===== config.mk =====
export PLATFORM = sky130hd
export DESIGN_NAME = cobs_crc_frame_receiver_core
export DESIGN_NICKNAME = d
export VERILOG_FILES = /design/src/hdl/ccfr_pkg.sv /design/src/hdl/cobs_crc_frame_receiver_core.sv /design/src/hdl/ccfr_tx_stage.sv
export SDC_FILE = /design/constraint.sdc
export NUM_CORES = 2
export LEC_CHECK = 0
export ABC_AREA = 1
export BUFFER_PORTS_ARGS = -buffer_cell sky130_fd_sc_hd__clkbuf_2
export CAP_MARGIN = 40
export CORE_UTILIZATION = 45
export DETAILED_ROUTE_END_ITERATION = 10
export GPL_TIMING_DRIVEN = 0
export PLACE_DENSITY_LB_ADDON = 0.15
export SYNTH_ARGS = -nofsm -noshare
export SYNTH_HDL_FRONTEND = slang
export SYNTH_SLANG_ARGS = --single-unit
export TNS_END_PERCENT = 10

===== constraint.sdc =====
create_clock -name clk -period 11.54 [get_ports clk]
set_clock_uncertainty 0.15 [all_clocks]
set_input_delay 1.731 -clock clk [delete_from_list [all_inputs] [get_ports clk]]
set_output_delay 1.731 -clock clk [all_outputs]
set_load 0.05 [all_outputs]

===== src/hdl/ccfr_pkg.sv =====
// ----------------------------------------------------------------------------
// ccfr_pkg
// Shared types, constants and the CRC byte step of the COBS frame receiver.
// ----------------------------------------------------------------------------
package ccfr_pkg;

  localparam logic [7:0]  START_MARKER_RST = 8'h02;
  localparam logic [7:0]  END_MARKER_RST   = 8'h03;

  localparam logic [7:0]  REG_START_MARKER = 8'd0;
  localparam logic [7:0]  REG_END_MARKER   = 8'd1;

  localparam logic [15:0] CRC_INIT = 16'hFFFF;
  localparam logic [15:0] CRC_POLY = 16'h1021;
  localparam logic [15:0] CRC_MSB  = 16'h8000;
  localparam logic [7:0]  CODE_MAX = 8'hFF;

  // type, seq, len, crc_lo, crc_hi
  localparam int          FRAME_OVERHEAD = 5;
  localparam int          HEADER_BYTES   = 3;

  typedef struct packed {
    logic        last;
    logic [15:0] crc_value;
    logic [7:0]  payload_byte;
    logic [5:0]  byte_index;
    logic [6:0]  payload_length;
    logic [7:0]  sequence_res;
    logic [7:0]  frame_type;
  } result_t;

  // CRC-16/CCITT-FALSE, one byte, MSB first
  function automatic logic [15:0] crc_step(input logic [15:0] crc, input logic [7:0] data);
    logic [15:0] c;
    c = crc ^ {data, 8'h00};
    for (int i = 0; i < 8; i++) begin
      if ((c & CRC_MSB) != 16'h0000) begin
        c = (c << 1) ^ CRC_POLY;
      end else begin
        c = c << 1;
      end
    end
    return c;
  endfunction

endpackage


===== src/hdl/cobs_crc_frame_receiver_core.sv =====
// ----------------------------------------------------------------------------
// cobs_crc_frame_receiver_core
// Collects a marker-delimited frame, COBS-decodes it, checks length and
// CRC-16/CCITT-FALSE and emits one result per payload byte, or one for no payload.
// ----------------------------------------------------------------------------
//  channel | ports                          | contents
//  --------+--------------------------------+------------------------------
//  in      | s_tvalid s_tready s_tdata[7:0] | rx_byte
//  out     | m_tvalid m_tready m_tdata m_tlast | see m_tdata, last
//  cfg     | cfg_valid cfg_ready cfg_index cfg_data | 0 start, 1 end marker
//
// The end marker starts a decode walk over the raw store: each stored byte is
// read from registered memory (S_RD), then decoded (S_PROC); an inserted zero
// adds an S_ZERO step, and the end of the store leads to the check (S_CHECK).
// Each result is read from the body store (S_ERD), loaded into the output
// register (S_ELD) and held until m_tready (S_EWAIT). s_tready is low for the
// whole walk and emission. Reset clears control state; the stores are not cleared.
// ----------------------------------------------------------------------------
module cobs_crc_frame_receiver_core #(
  parameter int BUFFER_DEPTH = 128,
  parameter int PAYLOAD_MAX  = 64
) (
  input  logic        clk,
  input  logic        rst,
  input  logic        s_tvalid,
  output logic        s_tready,
  input  logic [7:0]  s_tdata,   // [7:0] rx_byte
  output logic        m_tvalid,
  input  logic        m_tready,
  output logic [55:0] m_tdata,   // frame_type, sequence_res, payload_length,
                                 // byte_index, payload_byte, crc_value, zero fill
  output logic        m_tlast,
  input  logic        cfg_valid,
  output logic        cfg_ready,
  input  logic [7:0]  cfg_index,
  input  logic [7:0]  cfg_data
);

  localparam int AW       = $clog2(BUFFER_DEPTH);
  localparam int BODY_MAX = PAYLOAD_MAX + ccfr_pkg::FRAME_OVERHEAD;
  localparam int BIW      = $clog2(BODY_MAX);
  localparam int BCW      = $clog2(BODY_MAX + 1);

  localparam logic [3:0] S_RX    = 4'd0;
  localparam logic [3:0] S_RD    = 4'd1;
  localparam logic [3:0] S_PROC  = 4'd2;
  localparam logic [3:0] S_ZERO  = 4'd3;
  localparam logic [3:0] S_CHECK = 4'd4;
  localparam logic [3:0] S_ERD   = 4'd5;
  localparam logic [3:0] S_ELD   = 4'd6;
  localparam logic [3:0] S_EWAIT = 4'd7;

  logic [3:0]    state;
  logic [7:0]    start_marker;
  logic [7:0]    end_marker;
  logic          receiving;
  logic [AW-1:0] raw_count;
  logic [AW-1:0] rd;
  logic [7:0]    left;
  logic          code_ff;
  logic [BCW-1:0] wr;
  logic [15:0]   crc0, crc1, crc2;
  logic [7:0]    byte_prev, byte_last;
  logic [7:0]    hdr_type, hdr_seq, hdr_len;
  logic [5:0]    k;

  logic [7:0]    raw_mem [BUFFER_DEPTH];
  logic [7:0]    raw_q;
  logic [7:0]    body_mem [BODY_MAX];
  logic [7:0]    body_q;

  logic          in_req;
  logic          push;
  logic [7:0]    push_byte;
  logic          body_full;
  logic          more_raw;
  logic [8:0]    len_plus;
  logic          frame_ok;
  logic          res_load;
  ccfr_pkg::result_t res_new;
  ccfr_pkg::result_t res_q;
  logic [BIW-1:0] erd_addr;

  assign s_tready  = (state == S_RX);
  assign cfg_ready = 1'b1;
  assign in_req    = s_tvalid && s_tready;

  assign body_full = (wr >= BCW'(BODY_MAX));
  assign more_raw  = ((rd + AW'(1)) < raw_count);
  assign len_plus  = {1'b0, hdr_len} + 9'(ccfr_pkg::FRAME_OVERHEAD);
  assign frame_ok  = (wr >= BCW'(ccfr_pkg::FRAME_OVERHEAD))
                  && (len_plus == 9'(wr))
                  && (hdr_len <= 8'(PAYLOAD_MAX))
                  && (crc2 == {byte_last, byte_prev});
  assign erd_addr  = BIW'(7'(k) + 7'(ccfr_pkg::HEADER_BYTES));

  always_comb begin
    push      = 1'b0;
    push_byte = 8'h00;
    if (state == S_PROC && left != 8'h00 && !body_full) begin
      push      = 1'b1;
      push_byte = raw_q;
    end else if (state == S_ZERO && !body_full) begin
      push      = 1'b1;
      push_byte = 8'h00;
    end
  end

  always_comb begin
    res_new.frame_type     = hdr_type;
    res_new.sequence_res   = hdr_seq;
    res_new.payload_length = 7'(hdr_len);
    res_new.byte_index     = k;
    res_new.payload_byte   = (hdr_len == 8'h00) ? 8'h00 : body_q;
    res_new.crc_value      = {byte_last, byte_prev};
    res_new.last           = (hdr_len == 8'h00) || ({2'b00, k} + 8'd1 == hdr_len);
  end

  assign res_load = (state == S_ELD);

  // configuration registers
  always_ff @(posedge clk) begin
    if (rst) begin
      start_marker <= ccfr_pkg::START_MARKER_RST;
      end_marker   <= ccfr_pkg::END_MARKER_RST;
    end else if (cfg_valid && cfg_ready) begin
      unique case (cfg_index)
        ccfr_pkg::REG_START_MARKER: start_marker <= cfg_data;
        ccfr_pkg::REG_END_MARKER:   end_marker   <= cfg_data;
        default: ;
      endcase
    end
  end

  // raw store
  always_ff @(posedge clk) begin
    if (in_req && receiving && s_tdata != end_marker
        && raw_count < AW'(BUFFER_DEPTH - 2)) begin
      raw_mem[raw_count] <= s_tdata;
    end
    if (state == S_RD) begin
      raw_q <= raw_mem[rd];
    end
  end

  // decoded body store
  always_ff @(posedge clk) begin
    if (push) begin
      body_mem[wr[BIW-1:0]] <= push_byte;
    end
    if (state == S_ERD) begin
      body_q <= body_mem[erd_addr];
    end
  end

  // running CRC, header and trailer capture
  always_ff @(posedge clk) begin
    if (in_req) begin
      crc0 <= ccfr_pkg::CRC_INIT;
      crc1 <= ccfr_pkg::CRC_INIT;
      crc2 <= ccfr_pkg::CRC_INIT;
    end else if (push) begin
      crc0      <= ccfr_pkg::crc_step(crc0, push_byte);
      crc1      <= crc0;
      crc2      <= crc1;
      byte_prev <= byte_last;
      byte_last <= push_byte;
      if (wr == BCW'(0)) begin
        hdr_type <= push_byte;
      end
      if (wr == BCW'(1)) begin
        hdr_seq <= push_byte;
      end
      if (wr == BCW'(2)) begin
        hdr_len <= push_byte;
      end
    end
  end

  // sequencer
  always_ff @(posedge clk) begin
    if (rst) begin
      state     <= S_RX;
      receiving <= 1'b0;
      raw_count <= '0;
      rd        <= '0;
      wr        <= '0;
      left      <= 8'h00;
      code_ff   <= 1'b0;
      k         <= 6'd0;
    end else begin
      if (push) begin
        wr <= wr + BCW'(1);
      end
      unique case (state)
        S_RX: begin
          if (in_req) begin
            if (!receiving) begin
              if (s_tdata == start_marker) begin
                receiving <= 1'b1;
                raw_count <= '0;
              end
            end else if (s_tdata == end_marker) begin
              if (raw_count != '0) begin
                receiving <= 1'b0;
                rd        <= '0;
                wr        <= '0;
                left      <= 8'h00;
                code_ff   <= 1'b0;
                state     <= S_RD;
              end
            end else if (raw_count >= AW'(BUFFER_DEPTH - 2)) begin
              receiving <= 1'b0;
            end else begin
              raw_count <= raw_count + AW'(1);
            end
          end
        end
        S_RD: begin
          if (rd == raw_count) begin
            state <= (left != 8'h00) ? S_RX : S_CHECK;
          end else begin
            state <= S_PROC;
          end
        end
        S_PROC: begin
          rd <= rd + AW'(1);
          if (left == 8'h00) begin
            if (raw_q == 8'h00) begin
              state <= S_RX;
            end else begin
              code_ff <= (raw_q == ccfr_pkg::CODE_MAX);
              left    <= raw_q - 8'd1;
              state   <= (raw_q == 8'd1 && more_raw) ? S_ZERO : S_RD;
            end
          end else if (body_full) begin
            state <= S_RX;
          end else begin
            left  <= left - 8'd1;
            state <= (left == 8'd1 && !code_ff && more_raw) ? S_ZERO : S_RD;
          end
        end
        S_ZERO: begin
          state <= body_full ? S_RX : S_RD;
        end
        S_CHECK: begin
          k     <= 6'd0;
          state <= frame_ok ? S_ERD : S_RX;
        end
        S_ERD: begin
          state <= S_ELD;
        end
        S_ELD: begin
          state <= S_EWAIT;
        end
        S_EWAIT: begin
          if (m_tvalid && m_tready) begin
            if (m_tlast) begin
              state <= S_RX;
            end else begin
              k     <= k + 6'd1;
              state <= S_ERD;
            end
          end
        end
        default: state <= S_RX;
      endcase
    end
  end

  ccfr_tx_stage u_tx (
    .clk       (clk),
    .rst       (rst),
    .load      (res_load),
    .res_in    (res_new),
    .out_valid (m_tvalid),
    .out_ready (m_tready),
    .res_out   (res_q)
  );

  assign m_tdata = {3'b000, res_q.crc_value, res_q.payload_byte, res_q.byte_index,
                    res_q.payload_length, res_q.sequence_res, res_q.frame_type};
  assign m_tlast = res_q.last;

  a_no_input_while_emitting: assert property (@(posedge clk) disable iff (rst)
    (m_tvalid |-> !s_tready))
    else $error("input taken while a result is pending");

  a_last_returns_to_rx: assert property (@(posedge clk) disable iff (rst)
    ((m_tvalid && m_tready && m_tlast) |=> (state == S_RX)))
    else $error("sequencer did not return to receive after last result");

  a_body_bound: assert property (@(posedge clk) disable iff (rst)
    (wr <= BCW'(BODY_MAX)))
    else $error("decoded body overran its store");

  a_raw_bound: assert property (@(posedge clk) disable iff (rst)
    (raw_count <= AW'(BUFFER_DEPTH - 2)))
    else $error("raw byte count beyond frame limit");

endmodule


===== src/hdl/ccfr_tx_stage.sv =====
// ----------------------------------------------------------------------------
// ccfr_tx_stage
// Output register of the result stream; holds a result until it is taken.
// ----------------------------------------------------------------------------
module ccfr_tx_stage (
  input  logic             clk,
  input  logic             rst,
  input  logic             load,
  input  ccfr_pkg::result_t res_in,
  output logic             out_valid,
  input  logic             out_ready,
  output ccfr_pkg::result_t res_out
);

  logic valid;

  always_ff @(posedge clk) begin
    if (rst) begin
      valid <= 1'b0;
    end else if (load) begin
      valid <= 1'b1;
    end else if (out_ready) begin
      valid <= 1'b0;
    end
  end

  always_ff @(posedge clk) begin
    if (load) begin
      res_out <= res_in;
    end
  end

  assign out_valid = valid;

endmodule

-- Yosys cells after proc, flatten, opt, wreduce, memory -nomap -nowiden
Memory sizes are Yosys's and may differ from the RTL's. A register that Yosys moved wholly into a read port is not among the register bits.
Cells that the tools add are included.
- register bits after elaboration: 200
- bits in writable memories: 1576
- input bits: 29
- output and inout port bits: 60
- logic and storage cells: 212
- memories kept: 2
- $add $sub $neg: 9
- order comparisons: 6
- equality and inequality tests: 32
- mux-type cells: 85
- bitwise logic cells: 10
- reduce and logical (&&, ||, !) cells: 42
- memories (name ; depth ; bits a word ; read ports ; clocked after memory_dff ; write ports ; line ; text):
    raw_mem ; 128 ; 8 ; 1 ; 1 ; 1 ; cobs_crc_frame_receiver_core.sv:67 ; logic [7:0] raw_mem [BUFFER_DEPTH];
    body_mem ; 69 ; 8 ; 1 ; 1 ; 1 ; cobs_crc_frame_receiver_core.sv:69 ; logic [7:0] body_mem [BODY_MAX];
- operator list (operator ; count):
    2-to-1 mux 16 bit ; 14
    2-to-1 mux 13 bit ; 8
    2-to-1 mux 7 bit ; 14
    2-to-1 mux 8 bit ; 8
    logical NOT 8 bit ; 4
    one-hot mux 4 bit (8 select lines) ; 1
    equality test 8 x 1 -> 1 bit (second input constant) ; 3
    2-to-1 mux 4 bit ; 6
    inverter 3 bit ; 8
    adder 7 x 1 -> 7 bit (second input constant) ; 3
    2-to-1 mux 1 bit ; 20
    equality test 16 bit ; 1
    equality test 4 x 3 -> 1 bit (second input constant) ; 4
    equality test 8 bit ; 2
    one-hot mux 8 bit (2 select lines) ; 1
    subtractor 8 x 1 -> 8 bit (second input constant) ; 2
    XOR 16 bit ; 1
    AND reduction 5 bit ; 3
    greater-or-equal comparator 7 bit (second input constant) ; 2
    logical AND 1 bit ; 14
    one-hot mux 7 bit (2 select lines) ; 1
    AND reduction 7 bit ; 2
    2-to-1 mux 3 bit ; 4
    2-to-1 mux 6 bit ; 2
    34 further kinds ; 56

-- Logic depth before layout (Yosys ltp)
- depth after elaboration: 35
- depth in mapped cells: 21

-- Hierarchy
A second synthesis with hierarchy kept.
- cell total of the unflattened synthesis: 6141
- area total of the unflattened synthesis: 72891.2 sq um
- modules (own cells, without submodules) (module ; instances ; cells an instance ; area each (sq um) ; sequential area each (sq um)):
    cobs_crc_frame_receiver_core ; 1 ; 6082 ; 71229.6 ; 50848.8
    ccfr_tx_stage ; 1 ; 59 ; 1661.6 ; 1641.6

-- Worst setup path after synthesis
No wires, ideal clock.
- kind: register to register
- start point: register state[1]
- end point: register state[1]
- library setup time: 0.059 ns
- arrival: 5.025 ns
- data required time: 11.331 ns
- setup slack: 6.306 ns
- stages on the path, launching flop included: 9
- period minus slack after synthesis: 5.234 ns
- cells stage by stage: dfxtp_1 > buf_2 > inv_1 > nor3_1 > inv_1 > nand3_1 > nor2_1 > nand2_1 > and2_1
- elaborated cells on any way between the ends: 16
- those cells by class: eq/ne (12); mux (1); reduce/logical (3)
- RTL lines (item ; line ; text):
    from (decl) ; cobs_crc_frame_receiver_core.sv:53 ; logic [3:0] state;
    from (signal assigned) ; cobs_crc_frame_receiver_core.sv:221 ; state <= (left != 8'h00) ? S_RX : S_CHECK;
    from (signal assigned) ; cobs_crc_frame_receiver_core.sv:234 ; state <= (raw_q == 8'd1 && more_raw) ? S_ZERO : S_RD;
    from (signal assigned) ; cobs_crc_frame_receiver_core.sv:240 ; state <= (left == 8'd1 && !code_ff && more_raw) ? S_ZERO : S_RD;
    equality test 4 x 3 -> 1 bit ; - ;
    via res_load ; cobs_crc_frame_receiver_core.sv:79 ; logic res_load;
    one-hot mux 4 bit (8 select lines) ; cobs_crc_frame_receiver_core.sv:195 ; unique case (state)
The timed path passes the listed nets, and every way through them passes these cells.
A chain may end at the register's enable or synchronous reset.

-- Final worst setup path
- start point: register k[0]
- end point: register body_q[3], read port of body_mem, data pin
- cells in the longest elaborated chain, start to end: 1
- ends and longest elaborated chain (item ; line ; text):
    from (decl) ; cobs_crc_frame_receiver_core.sv:65 ; logic [5:0] k;
    from (signal assigned) ; cobs_crc_frame_receiver_core.sv:261 ; k <= k + 6'd1;
    adder 6 x 2 -> 7 bit ; cobs_crc_frame_receiver_core.sv:95 ; assign erd_addr = BIW'(7'(k) + 7'(ccfr_pkg::HEADER_BYTES));
    to (decl) ; cobs_crc_frame_receiver_core.sv:70 ; logic [7:0] body_q;
No other way between the ends.

==> results.yml <==
routing:
  dr_wl_met2_um: 105000
  drt_iter0_markers: 5710
  drc: 0
  drt_wl_total_um: 224000
  via_per_inst: 5.63
  vias: 50074
  m1WireLength_um: 91500
  dr.max_layer_used: "met4"
  wl_per_cell_um: 25.2
  drt_pass1_iterations: 9
  antenna_left: 0
  wl_met3_um: 17900
cells_and_area:
  multi_input_area_mm2: 0.0183
  fin_nets: 6636
  final_cells: 8887
  seq_area_mm2: 0.0525
  fillers: 14187
  area_growth_pct: 13.1
  drive_gt1_share_pct: 8.82
global_route:
  grt_max_degree: 105
  grt_pass1_vias: 47200
  antenna_found_initial: 2
  grt_pass1_wl_um: 321000
  grtUsageTotal_pct: 26.9
  overflow: 0
synthesis:
  syn_area_per_cell_um2: 11.7
  synth-xor-area-share_pct: 0.630
  yosys.cell_count.top_type: "edfxtp_1"
  ys_seq_area_share_pct: 71.7
  synth_cell_types: 46
  synth-seq-cells: 1783
  synth-edff-count: 1678
  synth_top_family_by_area: "simple AND/OR/NAND/NOR gates"
  ys_async_sr_fraction_pct: 0
  synth_compound_area_share_pct: 9.09
  synth_ff_type: "edfxtp_1"
  syn-cell-area_mm2: 0.0732
  netlist.area_leader.share_pct: 68.8
  synth_simple_gate_area_share_pct: 14.7
  yosysTopAreaCell: "edfxtp_1"
  syn_inst: 6261
  netlist_top_cells_count: "edfxtp_1, nor2_1, o21ai_0"
  synth_mux_area_share_pct: 0
  netlist_top_cells_area: "edfxtp_1, nor2_1, o21ai_0, nand3_1, nand2_1"
  yosys_warnings: 0
  synth_fa_ha_area_share_pct: 0.410
timing:
  fin_crit_sh_pct: 45.6
  fin_tns_setup_ns: 0
  rsz0062_at_grt: "false"
  period_minus_slack_ns: 5.27
  max_freq_ghz: 0.190
  setup_viol: 0
  hold_ws_ns: 0.269
  hold_violations: 0
  slew-limit-headroom_pct: 39.3
  slew_violations: 0
  tightest_slew_ns: 0.909
pwr:
  seq_power_share_pct: 54.4
  p_clk_share_pct: 44.7
  leakage_nw: 29.4
  p_per_area_mw_per_mm2: 156
  p_sw_share_pct: 20.3
  peakVddDrop_uv: 150
  pwr-share-comb_pct: 0.9
  internal_power_mw: 10.3
  switchingPower_mw: 2.63
  total_power_mw: 12.9
clock_network:
  cts_sinks: 1783
  clock-root-buffer: "clkbuf_16"
  cts_htree_levels: 4
  path_clk_slew_ns: 0.06
  postCtsResizedCells: 0
  hold_buffers: 0
  clockBufferDepth: 3
  post-cts-setup-buffers: 0
  cts_tree: "yes"
  insertion_delay_ns: 0.83
  numCtsBuffers: 183
critical_path:
  cp-start-kind: "register"
  crit_arrival_ns: 5.68
  required_ns: 11.96
  reg2reg_slack_ns: 6.27
  r2r.worst_path.cells: 17
  critPathKind: "reg2reg"
  r2r-end: "body_q[3]"
  path_max_fanout: 10
  end_kind: "register"
  reg2reg_from: "k[0]"
floorplan:
  fp.dieH_um: 405
  die-area_mm2: 0.164
  die_x_um: 405
  num_rows: 147
  num_io_pins: 89
  coreArea_mm2: 0.161
  initial_core_util_pct: 45.5
place:
  port_buffers: 83
  gp_congestion: 1.03
  hpwlAfterDp_um: 150000
  dp_cells: 8557
min_path:
  min_path_cells: 0
  hp-class: "reg2reg"
  worstHoldEndpoint: "u_tx.res_out[4]"
  hold_start: "hdr_type[4]"
status:
  outcome: "completed"
run:
  maxCapViolCount: 0
worst max-delay path, cell delays in order, from the launching register on:
cell	delay [ns]
dfxtp_1	0.35
buf_2	0.26
inv_2	0.10
buf_2	0.31
buf_2	0.46
buf_2	0.31
buf_2	0.31
ha_1	0.33
xnor2_4	0.20
inv_2	0.28
clkbuf_1	0.68
o211ai_1	0.26
nand3_1	0.21
nand3_1	0.13
nand3_1	0.29
nand2_1	0.18
nand2_1	0.11
nand2_1	0.06
state kept, by name (all words and copies together) (netlist names), 3 cells and up:
| register | flops |
|---|---|
| body_q | 8 |
| raw_mem | 1024 |
| k | 6 |
| crc1 | 16 |
| body_mem | 544 |
| hdr_seq | 8 |
| crc0 | 16 |
| left | 8 |
| wr | 7 |
| crc2 | 16 |
| end_marker | 8 |
| hdr_type | 8 |
| raw_count | 7 |
| start_marker | 8 |
| rd | 7 |
| raw_q | 8 |
| u_tx.res_out | 54 |
| byte_prev | 8 |
| byte_last | 8 |
| state | 3 |
| hdr_len | 8 |
per-stage QoR:
step | instance area (um2) | utilization (%) | setup slack [ns]
global placement | 76400 | 47.4 | 3.36
global route | 82900 | 51.4 | 6.21
CTS | 82900 | 51.4 | 6.44
finish | 82900 | 51.4 | 6.27
detailed placement | 77100 | 47.9 | 6.12
floorplan | 73300 | - | 6.31
worst max path at each step:
stage | start | end | slack, ns
after global routing | k[0] | body_q[1] | 6.21
final | k[0] | body_q[3] | 6.27
after detailed placement | s_tdata[1] | raw_mem[53][5] | 6.12
after global placement | state[2] | state[1] | 3.36
after CTS | k[0] | body_q[3] | 6.44
after floorplan | state[1] | state[1] | 6.31
kinds of logic after synthesis:
family	Yosys count
AO/OA/AOI/OAI	1252
XOR/XNOR	48
adder cells (fa/ha/maj)	24
buffers and inverters	581
flip-flops	1783
other	2
AND/OR/NAND/NOR	2571
placed cells by master, fill, tap and decap left out, types with 42 or more instances in the layout:
| master | count |
|---|---|
| dfxtp_1 | 105 |
| clkbuf_16 | 186 |
| edfxtp_1 | 1678 |
| o21ai_1 | 51 |
| o211ai_1 | 98 |
| buf_1 | 42 |
| o21ai_0 | 887 |
| nand3_1 | 468 |
| nor3_1 | 116 |
| a21oi_1 | 116 |
| inv_1 | 164 |
| nor2_1 | 1326 |
| clkbuf_2 | 76 |
| buf_4 | 44 |
| clkbuf_1 | 235 |
| nand2_1 | 582 |
| buf_2 | 109 |
| o22ai_1 | 92 |
power by group through the flow:
stage	clock network, mW	registers [mW]	logic (mW)
final	5.77	7.03	0.113
after global routing	6.07	7.03	0.119
after CTS	5.82	7.03	0.113
after detailed placement	0	7.17	0.113
after global placement	0	7.18	0.0999
after floorplan	0	7.17	0.0161
layout make-up:
| class | instances | area share [%] |
|---|---|---|
| sequential | 1783 | 63.3 |
| clock buffer | 232 | 5.83 |
| multi-input combinational | 3915 | 22.1 |
| clock inverter | 95 | 1.10 |
| buffer | 385 | 2.18 |
| inverter | 196 | 0.915 |
| antenna | 2 | 0.00604 |
| timing repair buffer | 119 | 1.31 |
| tap | 2160 | 3.26 |
metal layers:
| metal | global-route usage (%) | vias up |
|---|---|---|
| li1 | - | 22973 |
| met1 | 36.3 | 24457 |
| met2 | 43.3 | 2199 |
| met3 | 4.75 | 445 |
| met4 | 10.6 | 0 |
| met5 | 0 | - |
Power figures use the tool's default switching activity.
